`config.mk`:
```
export PLATFORM = sky130hd
export DESIGN_NAME = adc_scan_offset_calibrator_unit
export DESIGN_NICKNAME = d
export VERILOG_FILES = /design/src/rtl/asoc_pkg.sv /design/src/rtl/asoc_div.sv /design/src/rtl/asoc_seq.sv /design/src/rtl/asoc_dp.sv /design/src/rtl/adc_scan_offset_calibrator_unit.sv
export VERILOG_INCLUDE_DIRS = /design/src /design/src/rtl
export SDC_FILE = /design/constraint.sdc
export NUM_CORES = 1
export LEC_CHECK = 0
export ABC_AREA = 1
export BUFFER_PORTS_ARGS = -buffer_cell sky130_fd_sc_hd__buf_2
export CAP_MARGIN = 10
export CORE_MARGIN = 1.5
export CORE_UTILIZATION = 45
export DETAILED_ROUTE_END_ITERATION = 6
export PLACE_DENSITY = 0.61
export RECOVER_POWER = 25
export SLEW_MARGIN = 20
export SYNTH_ARGS = -nofsm -noshare
export SYNTH_HDL_FRONTEND = slang
export SYNTH_SLANG_ARGS = --single-unit
```
`constraint.sdc`:
```
create_clock -name clk -period 8.32 [get_ports clk]
set_clock_uncertainty 0.2 [all_clocks]
set_input_delay 0.832 -clock clk [delete_from_list [all_inputs] [get_ports clk]]
set_output_delay 0.832 -clock clk [all_outputs]
set_load 0.01 [all_outputs]
```
`src/rtl/adc_scan_offset_calibrator_unit_assert.svh`:
```
// assertion macros for the adc scan offset calibrator
// depends on nothing; used by the top level only
`ifndef ADC_SCAN_OFFSET_CALIBRATOR_UNIT_ASSERT_SVH
`define ADC_SCAN_OFFSET_CALIBRATOR_UNIT_ASSERT_SVH

// same-cycle implication
`define ASOC_ASSERT_IMP(label, clk, rst_n, ante, cons, msg) \
  label: assert property (@(posedge clk) disable iff (!rst_n) (ante) |-> (cons)) \
    else $error(msg);

// next-cycle implication
`define ASOC_ASSERT_NXT(label, clk, rst_n, ante, cons, msg) \
  label: assert property (@(posedge clk) disable iff (!rst_n) (ante) |=> (cons)) \
    else $error(msg);

`endif

```
`src/rtl/asoc_pkg.sv`:
```
// shared types, codes and microcode rom for the adc scan offset calibrator
// depends on nothing
package asoc_pkg;

  localparam int unsigned SLOTS        = 8;
  localparam int unsigned MAX_CHANNELS = 8;
  localparam int unsigned RAW_W        = 10;
  localparam int unsigned CNT_W        = 8;
  localparam int unsigned NUM_W        = 18;
  localparam int unsigned DEN_W        = 9;
  localparam int unsigned STEP_W       = 4;

  localparam logic [CNT_W-1:0] CNT_MAX = 8'hFF;

  // item kinds
  localparam logic [1:0] KIND_SAMPLE = 2'd0;
  localparam logic [1:0] KIND_UPDATE = 2'd1;
  localparam logic [1:0] KIND_CLEAR  = 2'd2;
  localparam logic [1:0] KIND_READ   = 2'd3;

  // datapath operations
  localparam logic [3:0] OP_NOP       = 4'd0;
  localparam logic [3:0] OP_SAMPLE    = 4'd1;
  localparam logic [3:0] OP_CLEAR     = 4'd2;
  localparam logic [3:0] OP_READ      = 4'd3;
  localparam logic [3:0] OP_MAX_INIT  = 4'd4;
  localparam logic [3:0] OP_MAX_STEP  = 4'd5;
  localparam logic [3:0] OP_IDX_CLR   = 4'd6;
  localparam logic [3:0] OP_MUL       = 4'd7;
  localparam logic [3:0] OP_DIV_START = 4'd8;
  localparam logic [3:0] OP_DIV_WAIT  = 4'd9;
  localparam logic [3:0] OP_WRITE_OFF = 4'd10;
  localparam logic [3:0] OP_CNT_INC   = 4'd11;

  // jump conditions
  localparam logic [1:0] JC_NONE   = 2'd0;
  localparam logic [1:0] JC_ALWAYS = 2'd1;
  localparam logic [1:0] JC_MORE   = 2'd2;
  localparam logic [1:0] JC_BUSY   = 2'd3;

  // microprogram addresses
  localparam logic [STEP_W-1:0] ST_SAMPLE    = 4'd0;
  localparam logic [STEP_W-1:0] ST_CLEAR     = 4'd1;
  localparam logic [STEP_W-1:0] ST_READ      = 4'd2;
  localparam logic [STEP_W-1:0] ST_MAX_INIT  = 4'd3;
  localparam logic [STEP_W-1:0] ST_MAX_STEP  = 4'd4;
  localparam logic [STEP_W-1:0] ST_IDX_CLR   = 4'd5;
  localparam logic [STEP_W-1:0] ST_MUL       = 4'd6;
  localparam logic [STEP_W-1:0] ST_DIV_START = 4'd7;
  localparam logic [STEP_W-1:0] ST_DIV_WAIT  = 4'd8;
  localparam logic [STEP_W-1:0] ST_WRITE_OFF = 4'd9;
  localparam logic [STEP_W-1:0] ST_CNT_INC   = 4'd10;

  typedef struct packed {
    logic [3:0]        op;
    logic [1:0]        jc;
    logic [STEP_W-1:0] target;
    logic              last;
  } ucode_t;

  typedef struct packed {
    logic more;
    logic div_busy;
  } seq_stat_t;

  function automatic ucode_t asoc_ucode(input logic [STEP_W-1:0] step);
    ucode_t w;
    w = '{op: OP_NOP, jc: JC_NONE, target: ST_SAMPLE, last: 1'b1};
    case (step)
      ST_SAMPLE:    w = '{op: OP_SAMPLE,    jc: JC_NONE, target: ST_SAMPLE,    last: 1'b1};
      ST_CLEAR:     w = '{op: OP_CLEAR,     jc: JC_NONE, target: ST_SAMPLE,    last: 1'b1};
      ST_READ:      w = '{op: OP_READ,      jc: JC_NONE, target: ST_SAMPLE,    last: 1'b1};
      ST_MAX_INIT:  w = '{op: OP_MAX_INIT,  jc: JC_NONE, target: ST_SAMPLE,    last: 1'b0};
      ST_MAX_STEP:  w = '{op: OP_MAX_STEP,  jc: JC_MORE, target: ST_MAX_STEP,  last: 1'b0};
      ST_IDX_CLR:   w = '{op: OP_IDX_CLR,   jc: JC_NONE, target: ST_SAMPLE,    last: 1'b0};
      ST_MUL:       w = '{op: OP_MUL,       jc: JC_NONE, target: ST_SAMPLE,    last: 1'b0};
      ST_DIV_START: w = '{op: OP_DIV_START, jc: JC_NONE, target: ST_SAMPLE,    last: 1'b0};
      ST_DIV_WAIT:  w = '{op: OP_DIV_WAIT,  jc: JC_BUSY, target: ST_DIV_WAIT,  last: 1'b0};
      ST_WRITE_OFF: w = '{op: OP_WRITE_OFF, jc: JC_MORE, target: ST_MUL,       last: 1'b0};
      ST_CNT_INC:   w = '{op: OP_CNT_INC,   jc: JC_NONE, target: ST_SAMPLE,    last: 1'b1};
      default:      w = '{op: OP_NOP,       jc: JC_NONE, target: ST_SAMPLE,    last: 1'b1};
    endcase
    return w;
  endfunction

  function automatic logic [STEP_W-1:0] asoc_entry(input logic [1:0] kind);
    logic [STEP_W-1:0] s;
    s = ST_SAMPLE;
    unique case (kind)
      KIND_SAMPLE: s = ST_SAMPLE;
      KIND_UPDATE: s = ST_MAX_INIT;
      KIND_CLEAR:  s = ST_CLEAR;
      KIND_READ:   s = ST_READ;
      default:     s = ST_SAMPLE;
    endcase
    return s;
  endfunction

endpackage

```
`src/rtl/asoc_div.sv`:
```
// shift-subtract divider, one quotient bit per cycle
// depends on asoc_pkg
module asoc_div (
  input  logic                          clk,
  input  logic                          rst_n,
  input  logic                          start,
  input  logic [asoc_pkg::NUM_W-1:0]    num,
  input  logic [asoc_pkg::DEN_W-1:0]    den,
  output logic                          busy,
  output logic [asoc_pkg::NUM_W-1:0]    quot
);

  localparam int unsigned CW = $clog2(asoc_pkg::NUM_W + 1);

  logic [asoc_pkg::NUM_W-1:0] num_r;
  logic [asoc_pkg::DEN_W-1:0] den_r;
  logic [asoc_pkg::DEN_W-1:0] rem_r;
  logic [CW-1:0]              cnt_r;
  logic                       busy_r;
  logic [asoc_pkg::DEN_W:0]   trial;
  logic                       ge;

  // remainder stays below the divisor, so one extra bit covers the shifted value
  assign trial = {rem_r, num_r[asoc_pkg::NUM_W-1]};
  assign ge    = (trial >= {1'b0, den_r});

  always_ff @(posedge clk) begin
    if (!rst_n) begin
      busy_r <= 1'b0;
      cnt_r  <= '0;
    end else if (start) begin
      busy_r <= 1'b1;
      cnt_r  <= CW'(asoc_pkg::NUM_W);
      num_r  <= num;
      den_r  <= den;
      rem_r  <= '0;
    end else if (busy_r) begin
      rem_r  <= ge ? asoc_pkg::DEN_W'(trial - {1'b0, den_r})
                   : trial[asoc_pkg::DEN_W-1:0];
      num_r  <= {num_r[asoc_pkg::NUM_W-2:0], ge};
      cnt_r  <= cnt_r - CW'(1);
      busy_r <= (cnt_r != CW'(1));
    end
  end

  assign busy = busy_r;
  assign quot = num_r;

endmodule

```
`src/rtl/asoc_seq.sv`:
```
// microcode sequencer: step counter, rom fetch and conditional jumps
// depends on asoc_pkg
module asoc_seq (
  input  logic                 clk,
  input  logic                 rst_n,
  input  logic                 start,
  input  logic [1:0]           kind,
  input  asoc_pkg::seq_stat_t  stat,
  output asoc_pkg::ucode_t     ctl,
  output logic                 busy,
  output logic                 done
);

  logic [asoc_pkg::STEP_W-1:0] step_r;
  logic                        busy_r;
  asoc_pkg::ucode_t            word;
  logic                        taken;

  assign word = asoc_pkg::asoc_ucode(step_r);

  always_comb begin
    taken = 1'b0;
    unique case (word.jc)
      asoc_pkg::JC_NONE:   taken = 1'b0;
      asoc_pkg::JC_ALWAYS: taken = 1'b1;
      asoc_pkg::JC_MORE:   taken = stat.more;
      asoc_pkg::JC_BUSY:   taken = stat.div_busy;
      default:             taken = 1'b0;
    endcase
  end

  always_ff @(posedge clk) begin
    if (!rst_n) begin
      busy_r <= 1'b0;
      step_r <= asoc_pkg::ST_SAMPLE;
    end else if (start) begin
      busy_r <= 1'b1;
      step_r <= asoc_pkg::asoc_entry(kind);
    end else if (busy_r) begin
      if (taken) begin
        step_r <= word.target;
      end else if (word.last) begin
        busy_r <= 1'b0;
      end else begin
        step_r <= step_r + asoc_pkg::STEP_W'(1);
      end
    end
  end

  always_comb begin
    ctl = word;
    if (!busy_r) begin
      ctl.op = asoc_pkg::OP_NOP;
    end
  end

  assign busy = busy_r;
  assign done = busy_r && word.last && !taken;

endmodule

```
`src/rtl/asoc_dp.sv`:
```
// datapath: raw and offset registers, scan pointer, max tracker, multiply-add
// depends on asoc_pkg; quotient comes from asoc_div
module asoc_dp (
  input  logic                          clk,
  input  logic                          rst_n,
  input  asoc_pkg::ucode_t              ctl,
  input  logic [3:0]                    channel_count,
  input  logic [asoc_pkg::RAW_W-1:0]    sample,
  input  logic [2:0]                    channel,
  input  logic [asoc_pkg::NUM_W-1:0]    quot,
  input  logic                          div_busy,
  output asoc_pkg::seq_stat_t           stat,
  output logic                          div_start,
  output logic [asoc_pkg::NUM_W-1:0]    div_num,
  output logic [asoc_pkg::DEN_W-1:0]    div_den,
  output logic [2:0]                    ptr,
  output logic [2:0]                    stored,
  output logic [15:0]                   value,
  output logic [asoc_pkg::CNT_W-1:0]    cal_count
);

  logic [asoc_pkg::RAW_W-1:0] raw_r [asoc_pkg::SLOTS];
  logic [asoc_pkg::RAW_W-1:0] off_r [asoc_pkg::SLOTS];
  logic [2:0]                 ptr_r;
  logic [2:0]                 idx_r;
  logic [asoc_pkg::RAW_W-1:0] top_r;
  logic [asoc_pkg::CNT_W-1:0] cnt_r;
  logic [asoc_pkg::NUM_W-1:0] num_r;
  logic [2:0]                 stored_r;
  logic [15:0]                value_r;

  logic [3:0]                 n_act;
  logic [2:0]                 target;
  logic [3:0]                 ptr_inc;
  logic [2:0]                 ptr_nxt;
  logic [2:0]                 rd_idx;
  logic [asoc_pkg::RAW_W-1:0] raw_rd;
  logic [asoc_pkg::RAW_W-1:0] off_rd;
  logic [asoc_pkg::RAW_W-1:0] fresh;
  logic [asoc_pkg::NUM_W-1:0] prod;

  // zero scans as one channel, anything above the limit as the limit
  always_comb begin
    if (channel_count == 4'd0) begin
      n_act = 4'd1;
    end else if (channel_count > 4'(asoc_pkg::MAX_CHANNELS)) begin
      n_act = 4'(asoc_pkg::MAX_CHANNELS);
    end else begin
      n_act = channel_count;
    end
  end

  assign target  = (ptr_r == 3'd0) ? 3'(n_act - 4'd1) : (ptr_r - 3'd1);
  assign ptr_inc = {1'b0, ptr_r} + 4'd1;
  assign ptr_nxt = (ptr_inc >= n_act) ? 3'd0 : ptr_inc[2:0];

  assign rd_idx = (ctl.op == asoc_pkg::OP_READ) ? channel : idx_r;
  assign raw_rd = raw_r[rd_idx];
  assign off_rd = off_r[rd_idx];
  assign fresh  = top_r - raw_rd;
  assign prod   = asoc_pkg::NUM_W'(off_rd) * asoc_pkg::NUM_W'(cnt_r)
                + asoc_pkg::NUM_W'(fresh);

  always_ff @(posedge clk) begin
    if (!rst_n) begin
      for (int i = 0; i < asoc_pkg::SLOTS; i++) begin
        raw_r[i] <= '0;
        off_r[i] <= '0;
      end
      ptr_r    <= 3'd1;
      cnt_r    <= '0;
      idx_r    <= '0;
      top_r    <= '0;
      stored_r <= '0;
      value_r  <= '0;
    end else begin
      unique case (ctl.op)
        asoc_pkg::OP_SAMPLE: begin
          raw_r[target] <= sample;
          ptr_r         <= ptr_nxt;
          stored_r      <= target;
          value_r       <= '0;
        end
        asoc_pkg::OP_CLEAR: begin
          for (int i = 0; i < asoc_pkg::SLOTS; i++) begin
            off_r[i] <= '0;
          end
          cnt_r    <= '0;
          stored_r <= '0;
          value_r  <= '0;
        end
        asoc_pkg::OP_READ: begin
          stored_r <= channel;
          value_r  <= 16'({6'd0, raw_rd} - {6'd0, off_rd});
        end
        asoc_pkg::OP_MAX_INIT: begin
          top_r    <= '0;
          idx_r    <= '0;
          stored_r <= '0;
          value_r  <= '0;
        end
        asoc_pkg::OP_MAX_STEP: begin
          if (raw_rd > top_r) begin
            top_r <= raw_rd;
          end
          idx_r <= idx_r + 3'd1;
        end
        asoc_pkg::OP_IDX_CLR: begin
          idx_r <= '0;
        end
        asoc_pkg::OP_MUL: begin
          num_r <= prod;
        end
        asoc_pkg::OP_WRITE_OFF: begin
          off_r[idx_r] <= quot[asoc_pkg::RAW_W-1:0];
          idx_r        <= idx_r + 3'd1;
        end
        asoc_pkg::OP_CNT_INC: begin
          if (cnt_r != asoc_pkg::CNT_MAX) begin
            cnt_r <= cnt_r + asoc_pkg::CNT_W'(1);
          end
        end
        asoc_pkg::OP_NOP, asoc_pkg::OP_DIV_START, asoc_pkg::OP_DIV_WAIT: begin
        end
        default: begin
        end
      endcase
    end
  end

  assign stat.more     = (({1'b0, idx_r} + 4'd1) < n_act);
  assign stat.div_busy = div_busy;
  assign div_start     = (ctl.op == asoc_pkg::OP_DIV_START);
  assign div_num       = num_r;
  assign div_den       = {1'b0, cnt_r} + asoc_pkg::DEN_W'(1);
  assign ptr           = ptr_r;
  assign stored        = stored_r;
  assign value         = value_r;
  assign cal_count     = cnt_r;

endmodule

```
`src/rtl/adc_scan_offset_calibrator_unit.sv`:
```
// top level of the adc scan offset calibrator: stream ports, apb registers, output register
// depends on asoc_pkg, asoc_seq, asoc_dp, asoc_div and the assertion macro header
//
//  channel | direction | payload
//  in_     | slave     | tuser = kind; tdata = sample, channel
//  out_    | master    | tdata = next_mux, stored_channel, value, calibration_count
//  cfg_    | apb slave | 0x0 channel_count, 0x8 mux_codes
//
// sample, clear and read transactions end at their entry microcode word
// a calibrate update finds the largest raw value, then runs the shift-subtract divider
//   once per active channel
// reset is synchronous, active low; raw values and offsets clear, scan pointer goes to one
// a result held in the output register does not block the next item; each result first
//   waits in fin_r, which blocks input until the output register frees
`include "adc_scan_offset_calibrator_unit_assert.svh"

module adc_scan_offset_calibrator_unit (
  input  logic        clk,
  input  logic        rst_n,
  input  logic        in_tvalid,
  output logic        in_tready,
  input  logic [15:0] in_tdata,   // sample[9:0], channel[12:10], zero fill
  input  logic [1:0]  in_tuser,   // kind[1:0]
  output logic        out_tvalid,
  input  logic        out_tready,
  output logic [31:0] out_tdata,  // next_mux[4:0], stored_channel[7:5], value[23:8],
                                  // calibration_count[31:24]
  input  logic        cfg_psel,
  input  logic        cfg_penable,
  input  logic        cfg_pwrite,
  input  logic [3:0]  cfg_paddr,
  input  logic [63:0] cfg_pwdata,
  output logic [63:0] cfg_prdata,
  output logic        cfg_pready
);

  localparam logic REG_CHANNEL_COUNT = 1'b0;
  localparam logic REG_MUX_CODES     = 1'b1;

  // configuration
  logic [3:0]  chan_cnt_r;
  logic [39:0] mux_codes_r;
  logic        cfg_wr;

  // latched input transaction
  logic [1:0]                    kind_r;
  logic [asoc_pkg::RAW_W-1:0]    sample_r;
  logic [2:0]                    channel_r;
  logic                          in_acc;

  // sequencer and datapath
  asoc_pkg::ucode_t              ctl;
  asoc_pkg::seq_stat_t           stat;
  logic                          seq_busy;
  logic                          seq_done;
  logic                          div_start;
  logic                          div_busy;
  logic [asoc_pkg::NUM_W-1:0]    div_num;
  logic [asoc_pkg::DEN_W-1:0]    div_den;
  logic [asoc_pkg::NUM_W-1:0]    div_quot;
  logic [2:0]                    ptr;
  logic [2:0]                    stored;
  logic [15:0]                   value;
  logic [asoc_pkg::CNT_W-1:0]    cal_count;

  // result staging
  logic        fin_r;
  logic        out_valid_r;
  logic [31:0] out_data_r;
  logic        out_free;
  logic [4:0]  next_mux;

  // apb: every write completes at once; address bit 3 picks the register
  assign cfg_pready = 1'b1;
  assign cfg_wr     = cfg_psel && cfg_penable && cfg_pwrite && cfg_pready;

  always_ff @(posedge clk) begin
    if (!rst_n) begin
      chan_cnt_r  <= 4'd8;
      mux_codes_r <= '0;
    end else if (cfg_wr) begin
      unique case (cfg_paddr[3])
        REG_CHANNEL_COUNT: chan_cnt_r  <= cfg_pwdata[3:0];
        REG_MUX_CODES:     mux_codes_r <= cfg_pwdata[39:0];
        default: begin
        end
      endcase
    end
  end

  always_comb begin
    cfg_prdata = '0;
    unique case (cfg_paddr[3])
      REG_CHANNEL_COUNT: cfg_prdata = 64'(chan_cnt_r);
      REG_MUX_CODES:     cfg_prdata = 64'(mux_codes_r);
      default:           cfg_prdata = '0;
    endcase
  end

  // one item in flight; a finished result waits in fin_r until the output register frees
  assign in_tready = rst_n && !seq_busy && !fin_r;
  assign in_acc    = in_tvalid && in_tready;

  always_ff @(posedge clk) begin
    if (in_acc) begin
      kind_r    <= in_tuser;
      sample_r  <= in_tdata[9:0];
      channel_r <= in_tdata[12:10];
    end
  end

  asoc_seq u_seq (
    .clk   (clk),
    .rst_n (rst_n),
    .start (in_acc),
    .kind  (in_tuser),
    .stat  (stat),
    .ctl   (ctl),
    .busy  (seq_busy),
    .done  (seq_done)
  );

  asoc_dp u_dp (
    .clk           (clk),
    .rst_n         (rst_n),
    .ctl           (ctl),
    .channel_count (chan_cnt_r),
    .sample        (sample_r),
    .channel       (channel_r),
    .quot          (div_quot),
    .div_busy      (div_busy),
    .stat          (stat),
    .div_start     (div_start),
    .div_num       (div_num),
    .div_den       (div_den),
    .ptr           (ptr),
    .stored        (stored),
    .value         (value),
    .cal_count     (cal_count)
  );

  asoc_div u_div (
    .clk   (clk),
    .rst_n (rst_n),
    .start (div_start),
    .num   (div_num),
    .den   (div_den),
    .busy  (div_busy),
    .quot  (div_quot)
  );

  // mux code of the slot the pointer holds after the item
  assign next_mux = mux_codes_r[ptr*5 +: 5];
  assign out_free = !out_valid_r || out_tready;

  always_ff @(posedge clk) begin
    if (!rst_n) begin
      fin_r       <= 1'b0;
      out_valid_r <= 1'b0;
    end else begin
      if (seq_done) begin
        fin_r <= 1'b1;
      end else if (fin_r && out_free) begin
        fin_r <= 1'b0;
      end
      if (fin_r && out_free) begin
        out_valid_r <= 1'b1;
      end else if (out_tready) begin
        out_valid_r <= 1'b0;
      end
    end
  end

  always_ff @(posedge clk) begin
    if (fin_r && out_free) begin
      out_data_r <= {cal_count, value, stored, next_mux};
    end
  end

  assign out_tvalid = out_valid_r;
  assign out_tdata  = out_data_r;

  // kind of the transaction in flight, checked against divider activity
  logic kind_is_update;
  assign kind_is_update = (kind_r == asoc_pkg::KIND_UPDATE);

  `ASOC_ASSERT_IMP(a_busy_blocks_input, clk, rst_n, seq_busy, !in_tready, "input taken while busy")
  `ASOC_ASSERT_NXT(a_accept_starts, clk, rst_n, in_acc, seq_busy, "accepted item did not start")
  `ASOC_ASSERT_IMP(a_div_in_update, clk, rst_n, div_busy, seq_busy && kind_is_update, "divider runs outside an update")
  `ASOC_ASSERT_NXT(a_done_stages, clk, rst_n, seq_done, fin_r && !seq_busy, "finished item not staged")

endmodule
```
==> metrics.txt, run 1 <==
worst-path fanout max 53; Hold Fails Final Rpt 0; Die X 214 um; Worst Reg2Reg Path Length in Cells 26; Worst Tran Pin Value about 2.4 ns; number of synthesis warnings 0; floorplan core area 44100 um2; die height 214 um; outcome finished with violations; nets 2612; Critical Path Source u_seq.busy; H-tree depth 2; critical path class flip-flop to flip-flop; DR vias/cell roughly 5; Initial Utilization ~45%; share of post-route cells with drive strength above 1 9.74%; number of global-route vias before repair between 10000 and 15000; average cell area after synthesis 8.83 um2; post-synth top area share between 30% and 40%; average routed wire per standard cell between 15 and 20 um; TritonCTS Sinks between 300 and 400; dpl hpwl 34.1 mm; PostCTS Resize Cnt 0; final WL ~48 mm; Seq/Total Area, Yosys 48.4%; CTS clock-pin slew for the worst setup and hold paths 0.06 ns; Netlist cell types 56; count of final setup violators 0; top area cells in the synthesized netlist edfxtp_1 (38%), dfxtp_1 (10%), nor2_1 (8.5%); MaxCap Viol Count 3; main flop type after synthesis edfxtp_1; number of diodes 0; Fill cells 4237; fin crit share 91.4%; row count 77; maximum vdd ir drop 0.142 mV; post-synth top area cell edfxtp_1; Overflow after GRT 0; Worst Hold Launch u_dp.value[0]; Syn Inst Count 2272; number of synthesized flops with an enable pin 254; Worst-Skew Late Latency roughly 0.56 ns; Leak approximately 10 nW; HP Class flip-flop to flip-flop; initial antenna violation count 1; CTS buffer count 41; Pwr Density 191 nW/um2; total setup buffers inserted after CTS 0; failing checks capacitance limit, slew limit; hold path depth 0; root buf cell clkbuf_16; Syn-to-layout area delta 11.1%; nature of the critical path startpoint flip-flop; Synth Register Bits 358; RD Place Congestion 0.893; Synth Cell Area between 20000 and 25000 um2; RSZ-0062 raised after global routing no; First DRT Iteration DRCs 892; global-route wire length before repair 77.7 mm; Req. time, crit path 8.41 ns; Async SR Flop Fraction 0%; via count 15200; CTS tree done; Routed Antenna Nets 0; I/O Buffers roughly 140; reg2reg start u_seq.busy; arrival time at the worst endpoint 7.70 ns; IO Count 192; worst hold slack 0.231 ns; setup TNS 0 ns; maximum clock insertion buffer count 3; DR DRC count 0; GR Util All Layers between 20% and 30%; drt pass-1 iters 5; max-slew violations 117; CTS Hold Bufs 0; Crit. End Element flip-flop; largest net degree at the start of global routing 57; slew margin rel. -63.0%; Period minus WS final 7.61 ns; area of the die approximately 46000 um2; Max Freq 0.131 GHz
==> sequential cells by signal (all words and copies together) (netlist names), 4 cells and up <==
register,flops
u_dp.value,11
mux_codes_r,40
u_div.rem_r,9
u_seq.word,9
u_div.cnt_r,5
u_dp.raw_r,80
out_tdata,27
u_dp.off_r,80
chan_cnt_r,4
u_div.den_r,9
u_dp.cal_count,8
u_div.quot,18
u_dp.div_num,18
u_dp.top_r,10
u_seq.step_r,4
sample_r,10
==> layout make-up <==
| type | count | area, um2 | area share [%] |
|---|---|---|---|
| tap | 592 | 741 | 3.32 |
| clock buffer | 51 | 1110 | 5.00 |
| timing repair buffer | 154 | 754 | 3.38 |
| multi-input combinational | 1534 | 8710 | 39.0 |
| clock inverter | 23 | 210 | 0.943 |
| sequential | 358 | 9710 | 43.5 |
| inverter | 282 | 1060 | 4.75 |
==> where the power goes <==
group / leakage, nW / internal (mW) / switching [mW]
logic: 6.03 / 0.149 / 0.316
clock network: 0.648 / 1.05 / 0.728
registers: 3.36 / 1.98 / 0.0373
total: 10.0 / 3.17 / 1.08
==> synthesized netlist by cell type (5+ instances only) <==
library cell	instances
nor2_1	452
ha_1	88
edfxtp_1	254
xnor2_1	12
o31ai_1	5
inv_1	252
xor2_1	27
nand2_2	11
clkbuf_1	59
buf_2	11
o221ai_1	9
o21ai_0	142
nand2_1	396
a21oi_1	84
clkinv_1	13
nor3_1	11
o21a_1	10
nand3b_1	10
buf_6	10
fa_1	60
a31oi_1	6
a211oi_1	9
o22ai_1	19
buf_4	37
o21ai_1	19
nand4_1	6
inv_2	16
dfxtp_1	104
nand3_1	90
o21ai_4	6
==> metrics by stage <==
step	cell area, um2	setup slack (ns)	utilization, %	total power, mW	instances
after floorplan	20200	1.97	-	2.38	2295
final	22300	0.714	50.5	4.25	2994
after CTS	22400	0.684	50.7	4.30	2994
after global placement	21000	0.768	47.7	2.50	2920
after global routing	22300	0.160	50.5	4.43	2994
after detailed placement	21000	0.708	47.7	2.52	2920
==> placed cells by master, fill, tap and decap left out, types with 25 or more instances in the layout <==
cell type / instances
clkbuf_16: 42
a21oi_1: 84
xor2_1: 27
clkbuf_1: 45
buf_2: 102
o21ai_0: 142
nand3_1: 90
nor2_1: 451
nand2_1: 396
dfxtp_1: 104
ha_1: 88
conb_1: 25
fa_1: 60
inv_1: 253
edfxtp_1: 254
==> worst max-delay path, cell delays in order, from the launching register on <==
cell and delay, ns:
dfxtp_1 0.64, nand3_4 0.23, nor2_8 0.26, nand2_2 0.10, nand2_4 0.45, o21ai_1 0.11
o22ai_1 0.21, inv_1 0.07, o21a_1 0.24, ha_1 0.38, nand2_1 0.10, nor3_1 0.28
a21oi_1 0.14, xor2_1 0.21, fa_1 0.47, fa_1 0.56, fa_1 0.45, fa_1 0.54
inv_1 0.04, ha_1 0.34, nand2_1 0.07, o21ai_0 0.30, a21boi_0 0.20, o21ai_0 0.28
nand3_1 0.13, o21ai_0 0.22, xor2_1 0.09
==> layer usage <==
metal  share of wire (%)  track usage, %  vias to the layer above
li1                    -               -                     7544
met1                  44            27.2                     7158
met2                  47            35.9                      418
met3                 5.7            3.72                       85
met4                 2.8            7.21                        2
met5               0.025               0                        -
==> kinds of logic after synthesis <==
kind of cell / Yosys count / synth area share [%]
other cells: 2 / 0.0374
buf+inv: 403 / 8.68
compound gates: 324 / 9.38
flops: 358 / 48.4
xor+xnor: 39 / 1.70
fa+ha+maj: 148 / 11.5
simple gates: 998 / 20.3
==> path summary, 6_finish.rpt <==
path / to / slack, ns
max: u_dp.div_num[16] / 0.71
min: out_tdata[8] / 0.23
max reg2reg: u_dp.div_num[16] / 0.71
min reg2reg: out_tdata[8] / 0.23
(Power assumes the default switching activity.)
==> run 2, diff against run 1 <==
- clock period: 8.32 -> 9.65 ns (I/O delays scaled with it)
==> run 2 against run 1 <==
Against the previous run: the run still ends with capacitance limit, slew limit left; global-route usage is 0.20 points lower; critical endpoint unchanged; sequential cell count stayed put; cell count decreased by 0.30%; critical path type unchanged; sequential power down 14%; via count down 0.80%; clock power decreased by 20%; register-to-register slack better by 1.0 ns.
==> metrics.txt, run 2 (synthesized netlist as in run 1, its figures left out) <==
Cell Area, Placed 21000 um2 (-0.21%); final WL 47.6 mm (-1.1%); hold path depth 0 (unchanged); most common cell after layout, fill and taps aside nor2_1; Hold Fails Final Rpt 0 (unchanged); area of the die 45900 um2 (unchanged); final worst slack 1.75 ns (+1.04 ns); slew margin rel. -25.9% (+37 points); worst slack at placement 1.82 ns (+1.12 ns); GR Util All Layers 20.9% (-0.20 points); RD Place Congestion 0.897 (+0.37%); Worst Reg2Reg Path Length in Cells 29 (+12%); DR vias/cell 5.05 (-0.50%); nature of the critical path startpoint flip-flop; Max Freq 0.127 GHz (-3.7%); DR DRC count 0 (unchanged); Worst-Skew Late Latency 0.56 ns (about the same); PostCTS Resize Cnt 0 (unchanged); Period minus WS final 7.90 ns (+0.294 ns); slowest stage delay, CP 0.72 ns (+0.08 ns); Worst Hold Launch u_dp.value[4]; Slowest-stage cell, CP nand2_4; Leak 9.95 nW (-0.78%); CTS tree done; nets 2604 (-0.31%); root buf cell clkbuf_16; floorplan core area 44100 um2 (unchanged); number of global-route vias before repair 14800 (-0.59%); Hold Path End out_tdata[12]; critical path class flip-flop to flip-flop; dpl hpwl 33.6 mm (-1.5%); CTS Hold Bufs 0 (unchanged); Die X 214 um (unchanged); MaxCap Viol Count 4 (+1); IO Count 192 (unchanged); total power 3.55 mW (-16%); H-tree depth 2 (unchanged); worst hold slack 0.226 ns (-0.00473 ns); Pwr Density 161 nW/um2 (-16%); average routed wire per standard cell 15.9 um (-0.77%); Top Registers u_dp.off_r x80, u_dp.raw_r x80, mux_codes_r x40; Initial Utilization 45.5% (unchanged); number of diodes 0 (unchanged); most frequent cells in the layout nor2_1 (452), nand2_1 (397), inv_1 (254), edfxtp_1 (254), o21ai_0 (142); total setup buffers inserted after CTS 0 (unchanged); Crit. End Element flip-flop; maximum vdd ir drop 0.112 mV (-21%); Worst Tran Pin Value 1.89 ns (-0.556 ns); Overflow after GRT 0 (unchanged); Req. time, crit path 9.74 ns (+1.33 ns); most frequent CP cell nand2_1; Syn-to-layout area delta 10.3%; CTS clock-pin slew for the worst setup and hold paths 0.06 ns (about the same); max-slew violations 106 (-9.4%); First DRT Iteration DRCs 911 (+2.1%); slack of the worst reg-to-reg path 1.75 ns (+1.04 ns); maximum clock insertion buffer count 3 (unchanged); failing checks capacitance limit, slew limit; die height 214 um (unchanged); worst-path fanout max 81 (+53%); row count 77 (unchanged); fin crit share 81.9% (-9.6 points); outcome finished with violations; CTS buffer count 39 (-4.9%); largest net degree at the start of global routing 82 (+44%); setup TNS 0 ns (unchanged); global-route wire length before repair 76.7 mm (-1.3%); RSZ-0062 raised after global routing no; reg2reg start u_seq.busy; R2R Path End u_dp.div_num[16]; count of final setup violators 0 (unchanged); I/O Buffers 136 (unchanged); drt pass-1 iters 5 (unchanged); initial antenna violation count 1 (unchanged); arrival time at the worst endpoint 7.99 ns (+0.29 ns); share of post-route cells with drive strength above 1 9.07% (-0.67 points); design area 22100 um2 (-0.76%); Routed Antenna Nets 0 (unchanged); HP Class flip-flop to flip-flop; TritonCTS Sinks 358 (unchanged); via count 15100 (-0.80%)
[run 2: cell types whose count changed in the layout (fill, tap and decap cells not counted), sizes merged]
cell	delta
bufinv	-3
clkinv	-2
clkinvlp	-3
inv	+1
clkbuf	+5
buf	-7
[run 2: final cells by class]
| class | count | area [um2] |
|---|---|---|
| Clock buffer | 55 | 1120 |
| Clock inverter | 16 | 91.3 |
| Fill cell | 4317 | 22000 |
| Inverter | 282 | 1060 |
| Multi-Input combinational cell | 1534 | 8700 |
| Sequential cell | 358 | 9710 |
| Tap cell | 592 | 741 |
| Timing Repair Buffer | 148 | 706 |
[run 2: worst max path at each step]
| stage | start | to | slack, ns | cells after the start |
|---|---|---|---|---|
| finish | u_seq.busy | u_dp.div_num[16] | 1.75 | 29 |
| detailed placement | u_seq.busy | u_dp.div_num[16] | 1.82 | 26 |
| CTS | u_seq.busy | u_dp.div_num[16] | 1.79 | 26 |
| global placement | u_seq.busy | u_dp.div_num[16] | 1.88 | 26 |
| floorplan | u_seq.busy | u_dp.div_num[16] | 3.30 | 32 |
| global route | u_seq.busy | u_dp.div_num[16] | 1.19 | 29 |
[run 2: per-layer routing]
layer / part of all wire [%] / track usage, % / up-vias
li1: - / - / 7512
met1: 44 / 26.8 / 7160
met2: 48 / 35.9 / 338
met3: 5.3 / 3.43 / 73
met4: 2.8 / 7.30 / 2
met5: 0.025 / 0 / -
[run 2: power breakdown]
group | switching (mW) | internal, mW | leakage (nW)
combinational | 0.269 | 0.127 | 6.00
sequential | 0.0320 | 1.70 | 3.36
clock | 0.612 | 0.811 | 0.598
total | 0.913 | 2.64 | 9.95
[run 2: per-stage QoR]
step / instances / util (%)
detailed placement: 2914 / 47.6
CTS: 2985 / 50.3
global route: 2985 / 50.1
global placement: 2914 / 47.6
floorplan: 2295 / -
finish: 2985 / 50.1
[run 2: critical path, delay by kind of cell (launching register included)]
kind / cells / cell delay [ns]
XOR/XNOR: 1 / 0.09
adder cells (fa/ha/maj): 6 / 2.73
flip-flops: 1 / 0.66
AO/OA/AOI/OAI: 8 / 1.91
AND/OR/NAND/NOR: 10 / 1.76
buffers and inverters: 4 / 0.21
==> run 3, diff against run 2 <==
- PLACE_DENSITY: 0.61 -> 0.64
- clock period: 9.65 -> 6.5 ns (I/O delays scaled with it)
==> run 3 against run 2 <==
Against the previous run: the flow still finishes with violations (capacitance limit, slew limit); setup slack lost 1.6 ns; critical endpoint is now u_dp.div_num[17]; clock-buffer cell count shrank 9; die area is the same; largest cell class unchanged; via count grew 5.7%; first-iteration DRC count grew 20%; sequential power grew 49%; sequential share of layout area shrank 3.8 points; largest power group unchanged; register-to-register slack lost 1.6 ns; routed wire length grew 7.4%; highest routed layer is now met4; fmax grew 23%.
==> metrics.txt, run 3 (synthesized netlist as in run 1, its figures left out) <==
outcome finished with violations; failing checks capacitance limit, slew limit; CTS Hold Bufs 0 (unchanged); NetSw 1.44 mW (+58%); nature of the critical path startpoint flip-flop; Crit. End Element flip-flop; number of global-route vias before repair 15700 (+5.7%); Top Registers u_dp.off_r x80, u_dp.raw_r x80, mux_codes_r x40; share of post-route cells with drive strength above 1 18.2% (+9.2 points); RD Place Congestion 0.876 (-2.3%); GR Util All Layers 21.9% (+0.94 points); Fill cells 3935 (-8.8%); number of diodes 0 (unchanged); highest metal used met4; Seq. cell area 9720 um2 (about the same); DR vias/cell 5.09 (+0.81%); MaxCap Viol Count 3 (-1); Worst Reg2Reg Path Length in Cells 33 (+14%); initial antenna violation count 0 (-1); worst slack at placement -0.335 ns (-2.16 ns); combinational share of power 12.8% (+1.7 points); Worst-Skew Late Latency 0.57 ns (about the same); Period minus WS final 6.40 ns (-1.50 ns); total power 5.87 mW (+65%); arrival time at the worst endpoint 6.49 ns (-1.50 ns); die height 214 um (unchanged); DR DRC count 0 (unchanged); Overflow after GRT 0 (unchanged); root buf cell clkbuf_16; drt pass-1 iters 6 (+1); Sw Ratio 24.6% (-1.1 points); Top delay family on crit path adder cells; M1 WL 21.9 mm (+5.5%); H-tree depth 2 (unchanged); met2 WL 24.8 mm (+8.3%); Max Freq 0.156 GHz (+23%); CTS tree done; met3 wire length 3.01 mm (+19%); final worst slack 0.102 ns (-1.65 ns); max-slew violations 108 (+1.9%); Seq pwr share 43.9% (-4.9 points); Leak 10.9 nW (+9.8%); Pwr Density 242 nW/um2 (+51%); setup TNS 0 ns (unchanged); Hold Fails Final Rpt 0 (unchanged); CTS buffer count 40 (+2.6%); most frequent cells in the layout nor2_1 (450), nand2_1 (381), edfxtp_1 (254), inv_1 (238), o21ai_0 (136); Finished Core Util 55.0% (+4.9 points); row count 77 (unchanged); Finished Layout Cells 3131 (+4.9%); critical path class flip-flop to flip-flop; area of the multi-input gates 9380 um2 (+7.8%); TritonCTS Sinks 358 (unchanged); worst-path fanout max 8 (-90%); Routed Antenna Nets 0 (unchanged); Power Internal 4.43 mW (+68%); CP bufs+invs 8 (+4); I/O Buffers 136 (unchanged); most common cell after layout, fill and taps aside nor2_1; Worst Tran Pin Value 1.90 ns (+0.0132 ns); largest net degree at the start of global routing 48 (-41%); Slowest-stage cell, CP fa_1; CTS clock-pin slew for the worst setup and hold paths 0.06 ns (about the same); CP Depth 33 (+14%); hold path depth 1 (+1); maximum clock insertion buffer count 3 (unchanged); dpl hpwl 35.4 mm (+5.3%); Req. time, crit path 6.59 ns (-3.15 ns); slack of the worst reg-to-reg path 0.10 ns (-1.65 ns); fin crit share 98.4% (+17 points); IO Count 192 (unchanged); Cell Area, Placed 21900 um2 (+4.2%); worst hold slack 0.0544 ns (-0.172 ns); average routed wire per standard cell 16.3 um (+2.4%); First DRT Iteration DRCs 1095 (+20%); nets 2752 (+5.7%); HP Class primary input to flip-flop; Clk pwr share 43.4% (+3.4 points); maximum vdd ir drop 0.215 mV (+92%); via count 16000 (+5.7%); count of final setup violators 0 (unchanged); Syn-to-layout area delta 21.0%; area of the die 45900 um2 (unchanged); RSZ-0062 raised after global routing yes; Die X 214 um (unchanged); slew margin rel. -26.7% (-0.88 points); final WL 51.1 mm (+7.4%); design area 24300 um2 (+9.7%); global-route wire length before repair 80.4 mm (+4.9%); Initial Utilization 45.5% (unchanged); placed cell count 3028 (+3.9%); slowest stage delay, CP 0.54 ns (-0.18 ns); floorplan core area 44100 um2 (unchanged)
run 3: final cells by class:
type | count | share of cell area, %
multi-input combinational | 1539 | 38.6
clock buffer | 46 | 4.22
tap | 592 | 3.05
sequential | 358 | 40.0
inverter | 282 | 4.41
timing repair buffer | 290 | 7.84
clock inverter | 24 | 1.82
run 3: path summary, 6_finish.rpt:
check | start | to
worst max register to register | u_seq.busy | u_dp.div_num[17]
worst max-delay path | u_seq.busy | u_dp.div_num[17]
worst min register to register | u_dp.value[4] | out_tdata[12]
worst min-delay path | in_tdata[6] | sample_r[6]
run 3: repair_timing:
item | 4_1_cts | 5_1_grt
pin swaps | 15 | 70
buffers inserted | 6 | 23
cloned | 4 | 2
endpoints found under the hold margin | 0 | 0
endpoints found under the setup margin | 8 | 9
resized for setup | 54 | 106
run 3: power by group through the flow:
stage / clock, mW / combinational [mW] / sequential (mW)
3_5_place_dp: 0 / 0.673 / 2.62
5_1_grt: 2.67 / 0.834 / 2.58
6_report: 2.54 / 0.749 / 2.57
2_1_floorplan: 0 / 0.442 / 2.61
4_1_cts: 2.59 / 0.701 / 2.57
3_3_place_gp: 0 / 0.659 / 2.61
run 3: worst register-to-register path: cells and delay by family, from the launching register on:
kind | cells | cell delay (ns)
AO/OA/AOI/OAI | 5 | 0.88
adder cells (fa/ha/maj) | 6 | 2.55
buffers and inverters | 8 | 0.63
flip-flops | 1 | 0.42
XOR/XNOR | 1 | 0.09
AND/OR/NAND/NOR | 13 | 1.31
run 3: routing by layer:
| layer | global-route usage [%] | vias to the layer above |
|---|---|---|
| li1 | - | 7831 |
| met1 | 28.3 | 7591 |
| met2 | 37.3 | 448 |
| met3 | 3.13 | 81 |
| met4 | 8.12 | 0 |
| met5 | 0 | - |
